$ cat src/rtl/dpm_pkg.sv
// Shared types, constants and the log2 lookup table for the dew point block.
// No dependencies; every other file in rtl/ imports this package.
package dpm_pkg;

	localparam int LOG_TABLE_BITS = 6;
	localparam int FRAC_BITS      = 13;
	localparam int TAB_N          = 1 << LOG_TABLE_BITS;
	localparam int INTERP_SH      = FRAC_BITS - LOG_TABLE_BITS;

	// Shared divider: magnitude dividend and divisor widths.
	localparam int DIV_NW = 44;
	localparam int DIV_DW = 30;
	localparam int DIV_CW = $clog2(DIV_NW);

	localparam int DP_LIMIT = 10000;

	typedef logic [16:0] log_tab_t [TAB_N+1];

	typedef enum logic [3:0] {
		S_IDLE, S_CHK, S_LOG2, S_LN1, S_LN2, S_BDIV, S_G, S_DPREP, S_DDIV, S_OUT
	} dpm_state_t;

	typedef struct packed {
		logic load;
		logic log1;
		logic log2;
		logic ln1;
		logic ln2;
		logic bstart;
		logic gsum;
		logic dprep;
		logic dstart;
		logic dfin;
		logic inval;
		logic push;
	} dpm_cmd_t;

	typedef struct packed {
		logic invalid;
		logic den_bad;
		logic div_done;
		logic div_busy;
		logic out_free;
	} dpm_stat_t;

	// log2(1 + k/2^LOG_TABLE_BITS) in Q16 by repeated squaring; elaboration only.
	function automatic logic [16:0] tab_entry(input int k);
		longint unsigned x;
		logic [16:0] r;
		x = (64'd1 << 30) + (longint'(k) << (30 - LOG_TABLE_BITS));
		r = '0;
		if (x >= (64'd1 << 31)) begin
			r = 17'd65536;
		end else begin
			for (int i = 0; i < 16; i++) begin
				x = (x * x) >> 30;
				r = {r[15:0], 1'b0};
				if (x >= (64'd1 << 31)) begin
					x = x >> 1;
					r[0] = 1'b1;
				end
			end
		end
		return r;
	endfunction

	function automatic log_tab_t build_tab();
		log_tab_t t;
		for (int k = 0; k <= TAB_N; k++) begin
			t[k] = tab_entry(k);
		end
		return t;
	endfunction

	localparam log_tab_t LOG_TAB = build_tab();

	// Same approximation as the datapath, for a constant argument.
	function automatic int log2_const(input int h);
		int e;
		int m;
		int frac;
		int k;
		int rem;
		int t0;
		int t1;
		e = 0;
		while (e < 13 && (h >> (e + 1)) != 0) begin
			e++;
		end
		m = (h << (13 - e)) & 16'h3FFF;
		frac = m - (1 << FRAC_BITS);
		k = frac >> INTERP_SH;
		rem = frac & ((1 << INTERP_SH) - 1);
		t0 = int'(tab_entry(k));
		t1 = int'(tab_entry(k + 1));
		return e * 65536 + t0 + (((t1 - t0) * rem) >> INTERP_SH);
	endfunction

	localparam logic signed [21:0] LOG2_FULL = 22'(log2_const(10000));

endpackage

$ cat src/rtl/dew_point_magnus.sv
// Dew point (Magnus/Bolton) from temperature and humidity samples.
// Up to two divides in the shared divider plus the log and Magnus steps lie between the
// input transfer and the result on out_valid; an invalid sample skips them.
// One sample at a time, taken only while idle; a result waiting in the output register
// stalls the next one until out_ready takes it.
// Reset: arst_n clears the stored samples, their present bits, the output valid flag, the divider and the sequencer.
module dew_point_magnus (
	input  logic               clk,
	input  logic               arst_n,
	input  logic               in_valid,
	output logic               in_ready,
	input  logic               kind,
	input  logic signed [14:0] sample,
	input  logic               sample_valid,
	output logic               out_valid,
	input  logic               out_ready,
	output logic signed [14:0] dew_temp,
	output logic               dew_temp_valid
);
	import dpm_pkg::*;

	dpm_cmd_t  cmd;
	dpm_stat_t st;

	dpm_ctrl u_ctrl (
		.clk      (clk),
		.arst_n   (arst_n),
		.in_valid (in_valid),
		.in_ready (in_ready),
		.st       (st),
		.cmd      (cmd)
	);

	dpm_dp u_dp (
		.clk            (clk),
		.arst_n         (arst_n),
		.cmd            (cmd),
		.st             (st),
		.kind           (kind),
		.sample         (sample),
		.sample_valid   (sample_valid),
		.out_valid      (out_valid),
		.out_ready      (out_ready),
		.dew_temp       (dew_temp),
		.dew_temp_valid (dew_temp_valid)
	);
endmodule

$ cat src/rtl/dpm_div.sv
// Restoring unsigned divider, one quotient bit per cycle.
// Depends on dpm_pkg for the operand widths.
module dpm_div (
	input  logic                        clk,
	input  logic                        arst_n,
	input  logic                        start,
	input  logic [dpm_pkg::DIV_NW-1:0]  dividend,
	input  logic [dpm_pkg::DIV_DW-1:0]  divisor,
	output logic                        busy,
	output logic                        done,
	output logic [dpm_pkg::DIV_NW-1:0]  quot
);
	import dpm_pkg::*;

	logic [DIV_DW:0]   rem_q;
	logic [DIV_NW-1:0] quo_q;
	logic [DIV_DW-1:0] d_q;
	logic [DIV_CW-1:0] cnt_q;
	logic              busy_q;
	logic              done_q;
	logic [DIV_DW:0]   trial;
	logic              ge;

	always_comb begin
		trial = {rem_q[DIV_DW-1:0], quo_q[DIV_NW-1]};
		ge    = trial >= {1'b0, d_q};
	end

	always_ff @(posedge clk or negedge arst_n) begin
		if (!arst_n) begin
			busy_q <= 1'b0;
			done_q <= 1'b0;
			cnt_q  <= '0;
		end else if (start) begin
			busy_q <= 1'b1;
			done_q <= 1'b0;
			cnt_q  <= '0;
		end else if (busy_q) begin
			cnt_q <= cnt_q + 1'b1;
			if (cnt_q == DIV_CW'(DIV_NW - 1)) begin
				busy_q <= 1'b0;
				done_q <= 1'b1;
			end
		end else begin
			done_q <= 1'b0;
		end
	end

	always_ff @(posedge clk) begin
		if (start) begin
			rem_q <= '0;
			quo_q <= dividend;
			d_q   <= divisor;
		end else if (busy_q) begin
			rem_q <= ge ? (trial - {1'b0, d_q}) : trial;
			quo_q <= {quo_q[DIV_NW-2:0], ge};
		end
	end

	assign busy = busy_q;
	assign done = done_q;
	assign quot = quo_q;

	a_start_busy: assert property (@(posedge clk) disable iff (!arst_n)
		start |=> busy_q && !done_q) else $error("divider did not start");
	a_done_pulse: assert property (@(posedge clk) disable iff (!arst_n)
		done_q |=> !done_q || $past(start) == 1'b0 && !busy_q && !done_q)
		else $error("divider done held");
	a_not_both: assert property (@(posedge clk) disable iff (!arst_n)
		!(busy_q && done_q)) else $error("divider busy and done together");
endmodule

$ cat src/rtl/dpm_dp.sv
// Datapath: stored samples, log2 approximation, Magnus terms, output register.
// Depends on dpm_pkg and dpm_div; driven by dpm_ctrl commands.
module dpm_dp (
	input  logic                    clk,
	input  logic                    arst_n,
	input  dpm_pkg::dpm_cmd_t       cmd,
	output dpm_pkg::dpm_stat_t      st,
	input  logic                    kind,
	input  logic signed [14:0]      sample,
	input  logic                    sample_valid,
	output logic                    out_valid,
	input  logic                    out_ready,
	output logic signed [14:0]      dew_temp,
	output logic                    dew_temp_valid
);
	import dpm_pkg::*;

	logic signed [14:0] temp_q;
	logic               tpres_q;
	logic [13:0]        hum_q;
	logic               hpres_q;

	logic [3:0]                    e_s1;
	logic [LOG_TABLE_BITS-1:0]     k_s1;
	logic [INTERP_SH-1:0]          rem_s1;
	logic signed [25:0]            numb_s1;
	logic [21:0]                   denb_s1;
	logic [20:0]                   lg_s2;
	logic signed [38:0]            lnp_s3;
	logic signed [21:0]            ln_s4;
	logic signed [25:0]            g_q;
	logic signed [48:0]            prod2_q;
	logic signed [34:0]            den2_q;
	logic                          neg_q;
	logic signed [14:0]            res_q;
	logic                          resv_q;
	logic                          ov_q;
	logic signed [14:0]            dp_q;
	logic                          dpv_q;

	// Normalization of the stored humidity.
	logic [3:0]  e_c;
	logic [13:0] m_c;
	always_comb begin
		e_c = '0;
		for (int i = 1; i < 14; i++) begin
			if (hum_q[i]) begin
				e_c = 4'(i);
			end
		end
		m_c = hum_q << (4'd13 - e_c);
	end

	// Table interpolation.
	logic [16:0]             t0_c;
	logic [16:0]             t1_c;
	logic [16+INTERP_SH:0]   ip_c;
	always_comb begin
		t0_c = LOG_TAB[{1'b0, k_s1}];
		t1_c = LOG_TAB[{1'b0, k_s1} + 1'b1];
		ip_c = (t1_c - t0_c) * rem_s1;
	end

	// ln rounding, ties away from zero.
	logic [38:0] lnmag_c;
	logic [22:0] lnr_c;
	always_comb begin
		lnmag_c = lnp_s3[38] ? 39'(-lnp_s3) : 39'(lnp_s3);
		lnr_c   = 23'((lnmag_c + 39'd32768) >> 16);
	end

	// Divider operands.
	logic [24:0]        nbmag_c;
	logic [48:0]        p2mag_c;
	logic [DIV_NW-1:0]  dvd_c;
	logic [DIV_DW-1:0]  dvs_c;
	logic [DIV_NW-1:0]  quot;
	logic               div_busy;
	logic               div_done;
	always_comb begin
		nbmag_c = numb_s1[25] ? 25'(-numb_s1) : 25'(numb_s1);
		p2mag_c = prod2_q[48] ? 49'(-prod2_q) : 49'(prod2_q);
		if (cmd.dstart) begin
			dvd_c = p2mag_c[DIV_NW-1:0] + DIV_NW'(den2_q[DIV_DW-1:1]);
			dvs_c = den2_q[DIV_DW-1:0];
		end else begin
			dvd_c = {nbmag_c, 16'b0} + DIV_NW'(denb_s1[21:1]);
			dvs_c = DIV_DW'(denb_s1);
		end
	end

	dpm_div u_div (
		.clk      (clk),
		.arst_n   (arst_n),
		.start    (cmd.bstart | cmd.dstart),
		.dividend (dvd_c),
		.divisor  (dvs_c),
		.busy     (div_busy),
		.done     (div_done),
		.quot     (quot)
	);

	logic signed [24:0] bq_c;
	logic signed [14:0] dpf_c;
	always_comb begin
		bq_c = neg_q ? -$signed({1'b0, quot[23:0]}) : $signed({1'b0, quot[23:0]});
		if (quot > DIV_NW'(DP_LIMIT)) begin
			dpf_c = neg_q ? -15'sd10000 : 15'sd10000;
		end else begin
			dpf_c = neg_q ? -$signed(quot[14:0]) : $signed(quot[14:0]);
		end
	end

	always_ff @(posedge clk or negedge arst_n) begin
		if (!arst_n) begin
			temp_q  <= '0;
			tpres_q <= 1'b0;
			hum_q   <= '0;
			hpres_q <= 1'b0;
			ov_q    <= 1'b0;
		end else begin
			if (cmd.load) begin
				if (!kind) begin
					tpres_q <= sample_valid;
					if (sample_valid) begin
						temp_q <= sample;
					end
				end else begin
					hpres_q <= sample_valid;
					if (sample_valid) begin
						hum_q <= sample[14] ? 14'd0 : sample[13:0];
					end
				end
			end
			if (cmd.push) begin
				ov_q <= 1'b1;
			end else if (out_ready) begin
				ov_q <= 1'b0;
			end
		end
	end

	always_ff @(posedge clk) begin
		if (cmd.log1) begin
			e_s1    <= e_c;
			k_s1    <= m_c[12:INTERP_SH];
			rem_s1  <= m_c[INTERP_SH-1:0];
			numb_s1 <= 26'(temp_q * 12'sd1767);
			denb_s1 <= 22'(($signed(temp_q) + 16'sd24350) * 8'sd100);
		end
		if (cmd.log2) begin
			lg_s2 <= {1'b0, e_s1, 16'b0} + 21'(t0_c) + 21'(ip_c >> INTERP_SH);
			neg_q <= numb_s1[25];
		end
		if (cmd.ln1) begin
			lnp_s3 <= 39'(($signed({1'b0, lg_s2}) - LOG2_FULL) * 18'sd45426);
		end
		if (cmd.ln2) begin
			ln_s4 <= lnp_s3[38] ? -$signed(lnr_c[21:0]) : $signed(lnr_c[21:0]);
		end
		if (cmd.gsum) begin
			g_q <= 26'(ln_s4) + 26'(bq_c);
		end
		if (cmd.dprep) begin
			prod2_q <= 49'(g_q * 23'sd2435000);
			den2_q  <= 35'sd115802112 - 35'(g_q * 8'sd100);
			neg_q   <= g_q[25];
		end
		if (cmd.dfin) begin
			res_q  <= dpf_c;
			resv_q <= 1'b1;
		end else if (cmd.inval) begin
			res_q  <= '0;
			resv_q <= 1'b0;
		end else if (cmd.dstart == 1'b0 && cmd.gsum == 1'b0 && st.den_bad && cmd.push == 1'b0
				&& cmd.ln1 == 1'b0 && cmd.ln2 == 1'b0 && cmd.log2 == 1'b0 && cmd.load == 1'b0
				&& cmd.dprep == 1'b0 && cmd.log1 == 1'b0 && cmd.bstart == 1'b0
				&& st.div_busy == 1'b0 && st.div_done == 1'b0 && st.invalid == 1'b0
				&& 1'b0) begin
			res_q <= res_q;
		end
		if (cmd.push) begin
			dp_q  <= st.den_bad ? 15'sd10000 : res_q;
			dpv_q <= st.den_bad ? 1'b1 : resv_q;
		end
	end

	always_comb begin
		st.invalid  = !tpres_q || !hpres_q || (hum_q == 14'd0);
		st.den_bad  = (den2_q <= 35'sd0) && !st.invalid;
		st.div_done = div_done;
		st.div_busy = div_busy;
		st.out_free = !ov_q || out_ready;
	end

	assign out_valid      = ov_q;
	assign dew_temp       = dp_q;
	assign dew_temp_valid = dpv_q;

	a_push_free: assert property (@(posedge clk) disable iff (!arst_n)
		cmd.push |-> !ov_q || out_ready) else $error("result overwritten");
	a_hold: assert property (@(posedge clk) disable iff (!arst_n)
		ov_q && !out_ready && !cmd.push |=> ov_q && $stable(dp_q))
		else $error("pending result changed");
	a_start_idle: assert property (@(posedge clk) disable iff (!arst_n)
		(cmd.bstart || cmd.dstart) |-> !div_busy) else $error("divider restarted");
endmodule

$ cat src/rtl/dpm_ctrl.sv
// Sequencer for the dew point datapath: one sample at a time.
// Depends on dpm_pkg for the state, command and status types.
module dpm_ctrl (
	input  logic                clk,
	input  logic                arst_n,
	input  logic                in_valid,
	output logic                in_ready,
	input  dpm_pkg::dpm_stat_t  st,
	output dpm_pkg::dpm_cmd_t   cmd
);
	import dpm_pkg::*;

	dpm_state_t state_q;
	dpm_state_t state_d;

	always_ff @(posedge clk or negedge arst_n) begin
		if (!arst_n) begin
			state_q <= S_IDLE;
		end else begin
			state_q <= state_d;
		end
	end

	always_comb begin
		state_d  = state_q;
		cmd      = '0;
		in_ready = 1'b0;
		case (state_q)
			S_IDLE: begin
				in_ready = 1'b1;
				if (in_valid) begin
					cmd.load = 1'b1;
					state_d  = S_CHK;
				end
			end
			S_CHK: begin
				if (st.invalid) begin
					cmd.inval = 1'b1;
					state_d   = S_OUT;
				end else begin
					cmd.log1 = 1'b1;
					state_d  = S_LOG2;
				end
			end
			S_LOG2: begin
				cmd.log2   = 1'b1;
				cmd.bstart = 1'b1;
				state_d    = S_LN1;
			end
			S_LN1: begin
				cmd.ln1 = 1'b1;
				state_d = S_LN2;
			end
			S_LN2: begin
				cmd.ln2 = 1'b1;
				state_d = S_BDIV;
			end
			S_BDIV: begin
				if (st.div_done) begin
					cmd.gsum = 1'b1;
					state_d  = S_G;
				end
			end
			S_G: begin
				cmd.dprep = 1'b1;
				state_d   = S_DPREP;
			end
			S_DPREP: begin
				// A non-positive denominator saturates, which the output stage handles.
				if (st.den_bad) begin
					state_d = S_OUT;
				end else begin
					cmd.dstart = 1'b1;
					state_d    = S_DDIV;
				end
			end
			S_DDIV: begin
				if (st.div_done) begin
					cmd.dfin = 1'b1;
					state_d  = S_OUT;
				end
			end
			S_OUT: begin
				if (st.out_free) begin
					cmd.push = 1'b1;
					state_d  = S_IDLE;
				end
			end
			default: begin
				state_d = S_IDLE;
			end
		endcase
	end

	a_load_chk: assert property (@(posedge clk) disable iff (!arst_n)
		cmd.load |=> state_q == S_CHK) else $error("load not followed by check");
	a_bdiv_wait: assert property (@(posedge clk) disable iff (!arst_n)
		state_q == S_BDIV && !st.div_done |=> state_q == S_BDIV)
		else $error("left divide wait early");
	a_push_free: assert property (@(posedge clk) disable iff (!arst_n)
		cmd.push |-> st.out_free) else $error("push into full output");
endmodule
$ cat config.mk
export PLATFORM = sky130hd
export DESIGN_NAME = dew_point_magnus
export DESIGN_NICKNAME = d
export VERILOG_FILES = /design/src/rtl/dpm_pkg.sv /design/src/rtl/dew_point_magnus.sv /design/src/rtl/dpm_div.sv /design/src/rtl/dpm_dp.sv /design/src/rtl/dpm_ctrl.sv
export SDC_FILE = /design/constraint.sdc
export NUM_CORES = 2
export LEC_CHECK = 0
export ABC_AREA = 1
export BUFFER_PORTS_ARGS = -buffer_cell sky130_fd_sc_hd__buf_2
export CORE_MARGIN = 2
export CORE_UTILIZATION = 55
export DETAILED_ROUTE_END_ITERATION = 8
export HOLD_SLACK_MARGIN = 0.02
export PLACE_DENSITY = 0.71
export SLEW_MARGIN = 10
export SYNTH_ARGS = -nofsm -noshare
export SYNTH_HDL_FRONTEND = slang
export SYNTH_SLANG_ARGS = --single-unit
$ cat constraint.sdc
create_clock -name clk -period 10.6 [get_ports clk]
set_input_delay 1.59 -clock clk [delete_from_list [all_inputs] [get_ports clk]]
set_output_delay 1.59 -clock clk [all_outputs]
set_load 0.05 [all_outputs]
==> run summary <==
initial core utilization -> 55.4%
area grow syn2layout -> 6.94%
clock sink count -> 421
Crit-path slowest cell -> fa_1
max-cap viol count -> 0
grt ovf -> 0
reg-to-reg endpoint -> u_dp.lg_s2[18]$_DFFE_PP_
final-report setup violation count -> 0
Critical Path RT -> 10.97 ns
crit-path leading delay family -> adder cells
reg-to-reg critical path startpoint -> u_dp.k_s1[1]$_DFFE_PP_
Cell Rows -> 120
RSZ-0062 raised after global routing -> false
post-synthesis sequential area ratio -> 20.4%
syn nets -> 8632
fin crit period -> 9.88 ns
largest net degree at the start of global routing -> 74
CTS tree -> yes
CP most frequent cell -> nand2_1
first-pass GRT wire length -> 268000 um
endpoint type of the worst setup path -> flop
Worst-Margin Slew -> 1.14 ns
Die X -> 332 um
Setup crit start kind -> flop
top-level port count -> 39
Buf/Inv on CP -> 8
Detail Route Antenna Nets -> 0
vias in the first global route -> 48400
NumNets Final -> 8727
DRC violations left -> 0
Post-Syn Instances -> 7305
top cell type's share of synthesized area -> 19.3%
area leader, netlist -> fa_1
most common cell in the netlist -> inv_1
f_max -> 101 MHz
multi-input combinational cell area -> 0.0409 mm^2
register area -> 0.0121 mm^2
die area -> 0.110 mm^2
P_leak -> 31.9 nW
CTS max path bufs -> 3
Final Cycle Share -> 93.2%
Worst setup startpoint -> u_dp.k_s1[1]$_DFFE_PP_
Async S/R FF share, synth -> 10.5%
fill count -> 9622
Clock Pin Slew Worst Setup and Hold Paths -> 0.06 ns
top_reg_cell synth -> edfxtp_1
Port Buffers -> 38
core area -> 0.107 mm^2
Fin. Hold Viols -> 0
routed wire length -> 170000 um
DR pass1 iterations -> 8
Slowest Stage Delay on Critical Path -> 0.56 ns
Clock Skew -> 0.0403 ns
slew margin rel. -> 24.1%
r2r setup slk -> 0.72 ns
H-tree levels -> 2
RD Place Congestion -> 0.977
R2R cell count -> 47
Total Power -> 3.46 mW
hold endpoint -> u_dp.u_div.rem_q[19]$_SDFFE_PN0P_
Syn. warnings -> 0
fraction of layout cells with a size suffix above 1 -> 5.19%
crit path DAT -> 10.25 ns
hpwl dp -> 142000 um
chip height -> 332 um
synth cell count leaders -> inv_1 (1570), nand2_1 (1117), ha_1 (734)
initial antenna violation count -> 0
Worst IR Drop VDD -> 0.127 mV
Avg Cell Area, Syn -> 8.11 um^2
hold_sp -> u_dp.u_div.rem_q[19]$_SDFFE_PN0P_
Slew Limit Fails -> 0
DR vias/cell -> 5.55
setup_tns -> 0 ns
HP Class -> flop to flop
hold path cells -> 2
critical path fanouts, max -> 8
Root Buffer -> clkbuf_16
GRT Total Usage -> 31.0%
WS Path Type -> flop to flop
Post-Syn Area -> 0.0593 mm^2
dpl ws -> 0.309 ns
Routed wire per std cell -> 19.3 um
Synth area leaders -> fa_1 (19%), edfxtp_1 (18%), ha_1 (15%)
run status -> complete, no violations
PD cells -> 54.7 mW/mm^2
Final WS setup -> 0.720 ns
Post-synth EDFFs -> 346
post-synthesis register bit count -> 421
# hold bufs at CTS -> 0
total number of vias -> 49100
DR iter-0 viols -> 4334
Yosys cell types -> 70
CTS Buf Count -> 50
latest clock arrival within the worst-skew pair -> 0.65 ns
==> per-layer routing <==
| layer | vias up | routed length, um | GRT usage (%) |
|---|---|---|---|
| li1 | 23600 | - | - |
| met1 | 23600 | 73400 | 42.1 |
| met2 | 1644 | 79700 | 51.6 |
| met3 | 284 | 10400 | 2.95 |
| met4 | 0 | 6880 | 11.1 |
| met5 | - | 0 | 0 |
==> cell families (layout without fill, tap and decap cells) <==
| group | Yosys count | in the layout | share of synthesized area, % |
|---|---|---|---|
| buffers and inverters | 1689 | 1826 | 10.7 |
| and+or+nand+nor | 2339 | 2339 | 16.8 |
| other | 0 | 3 | 0 |
| AOI/OAI and AO/OA | 1093 | 1093 | 10.4 |
| DFF | 421 | 421 | 20.4 |
| adders and majority gates | 1307 | 1307 | 34.8 |
| muxes | 7 | 7 | 0.129 |
| xor gates and xnor gates | 449 | 449 | 6.67 |
==> per-stage QoR <==
stage          cells  hold slack [ns]  util [%]  cell area, um^2
2_1_floorplan   7305            0.443         -            59300
3_3_place_gp    8734            0.459      57.6            61500
3_5_place_dp    8734            0.470      57.6            61500
4_1_cts         8828            0.477      59.0            63100
5_1_grt         8845            0.497      59.3            63400
6_report        8848            0.479      59.3            63400
==> power breakdown <==
group	switching, mW	internal, mW
clock network	0.767	0.920
logic	0.00912	0.00305
registers	0.0000000000000000193	1.77
total	0.776	2.69
==> area by class of cell <==
type                       count  share of cell area, %
tap                         1403                   2.77
sequential                   421                   19.1
clock inverter                37                  0.450
inverter                    1588                   9.42
clock buffer                  57                   2.05
antenna                        3                 0.0118
multi-input combinational   5195                   64.6
timing repair buffer         144                   1.58
==> state kept, by name (all words and copies together) (netlist names), 14 cells and up <==
name              count
u_dp.u_div.quot      44
u_dp.prod2_q         42
u_dp.lnp_s3          38
u_dp.den2_q          31
u_dp.u_div.rem_q     30
u_dp.u_div.d_q       28
u_dp.g_q             26
u_dp.numb_s1         26
u_dp.ln_s4           22
u_dp.lg_s2           21
u_dp.denb_s1         19
u_dp.dew_temp        15
u_dp.res_q           15
u_dp.temp_q          15
u_dp.hum_q           14
==> repair_timing <==
| item | 4_1_cts | 5_1_grt |
|---|---|---|
| gates resized for setup | 0 | 27 |
| buffers inserted | 0 | 17 |
| setup endpoints to repair | 0 | 10 |
==> worst reg2reg max path, delay by kind of cell, from the launching register on <==
kind                     cells  cell delay [ns]
adder cells (fa/ha/maj)     10             3.99
AND/OR/NAND/NOR             18             2.71
AO/OA/AOI/OAI                9             1.55
buffers and inverters        8             0.72
flip-flops                   1             0.52
XOR/XNOR                     2             0.19
==> placed cells by master (no fill, tap or decap), types with 105 or more instances in the layout <==
master	Yosys	layout
a21oi_1	432	431
xor2_1	317	315
fa_1	572	572
o21ai_0	367	363
ha_1	734	732
nand3_1	276	276
inv_1	1570	1568
nand2_1	1117	1117
buf_4	0	105
xnor2_1	129	127
edfxtp_1	346	346
nor2_1	623	612
==> worst max-delay path by stage <==
stage	cells after the start	to	slack (ns)
after floorplan	45	u_dp.lg_s2[18]$_DFFE_PP_	1.10
after global placement	45	u_dp.lg_s2[16]$_DFFE_PP_	0.37
after detailed placement	47	u_dp.lg_s2[19]$_DFFE_PP_	0.31
after CTS	45	u_dp.lg_s2[19]$_DFFE_PP_	0.31
after global routing	49	u_dp.lg_s2[19]$_DFFE_PP_	0.01
final	47	u_dp.lg_s2[18]$_DFFE_PP_	0.72
Power figures use the tool's default switching activity.
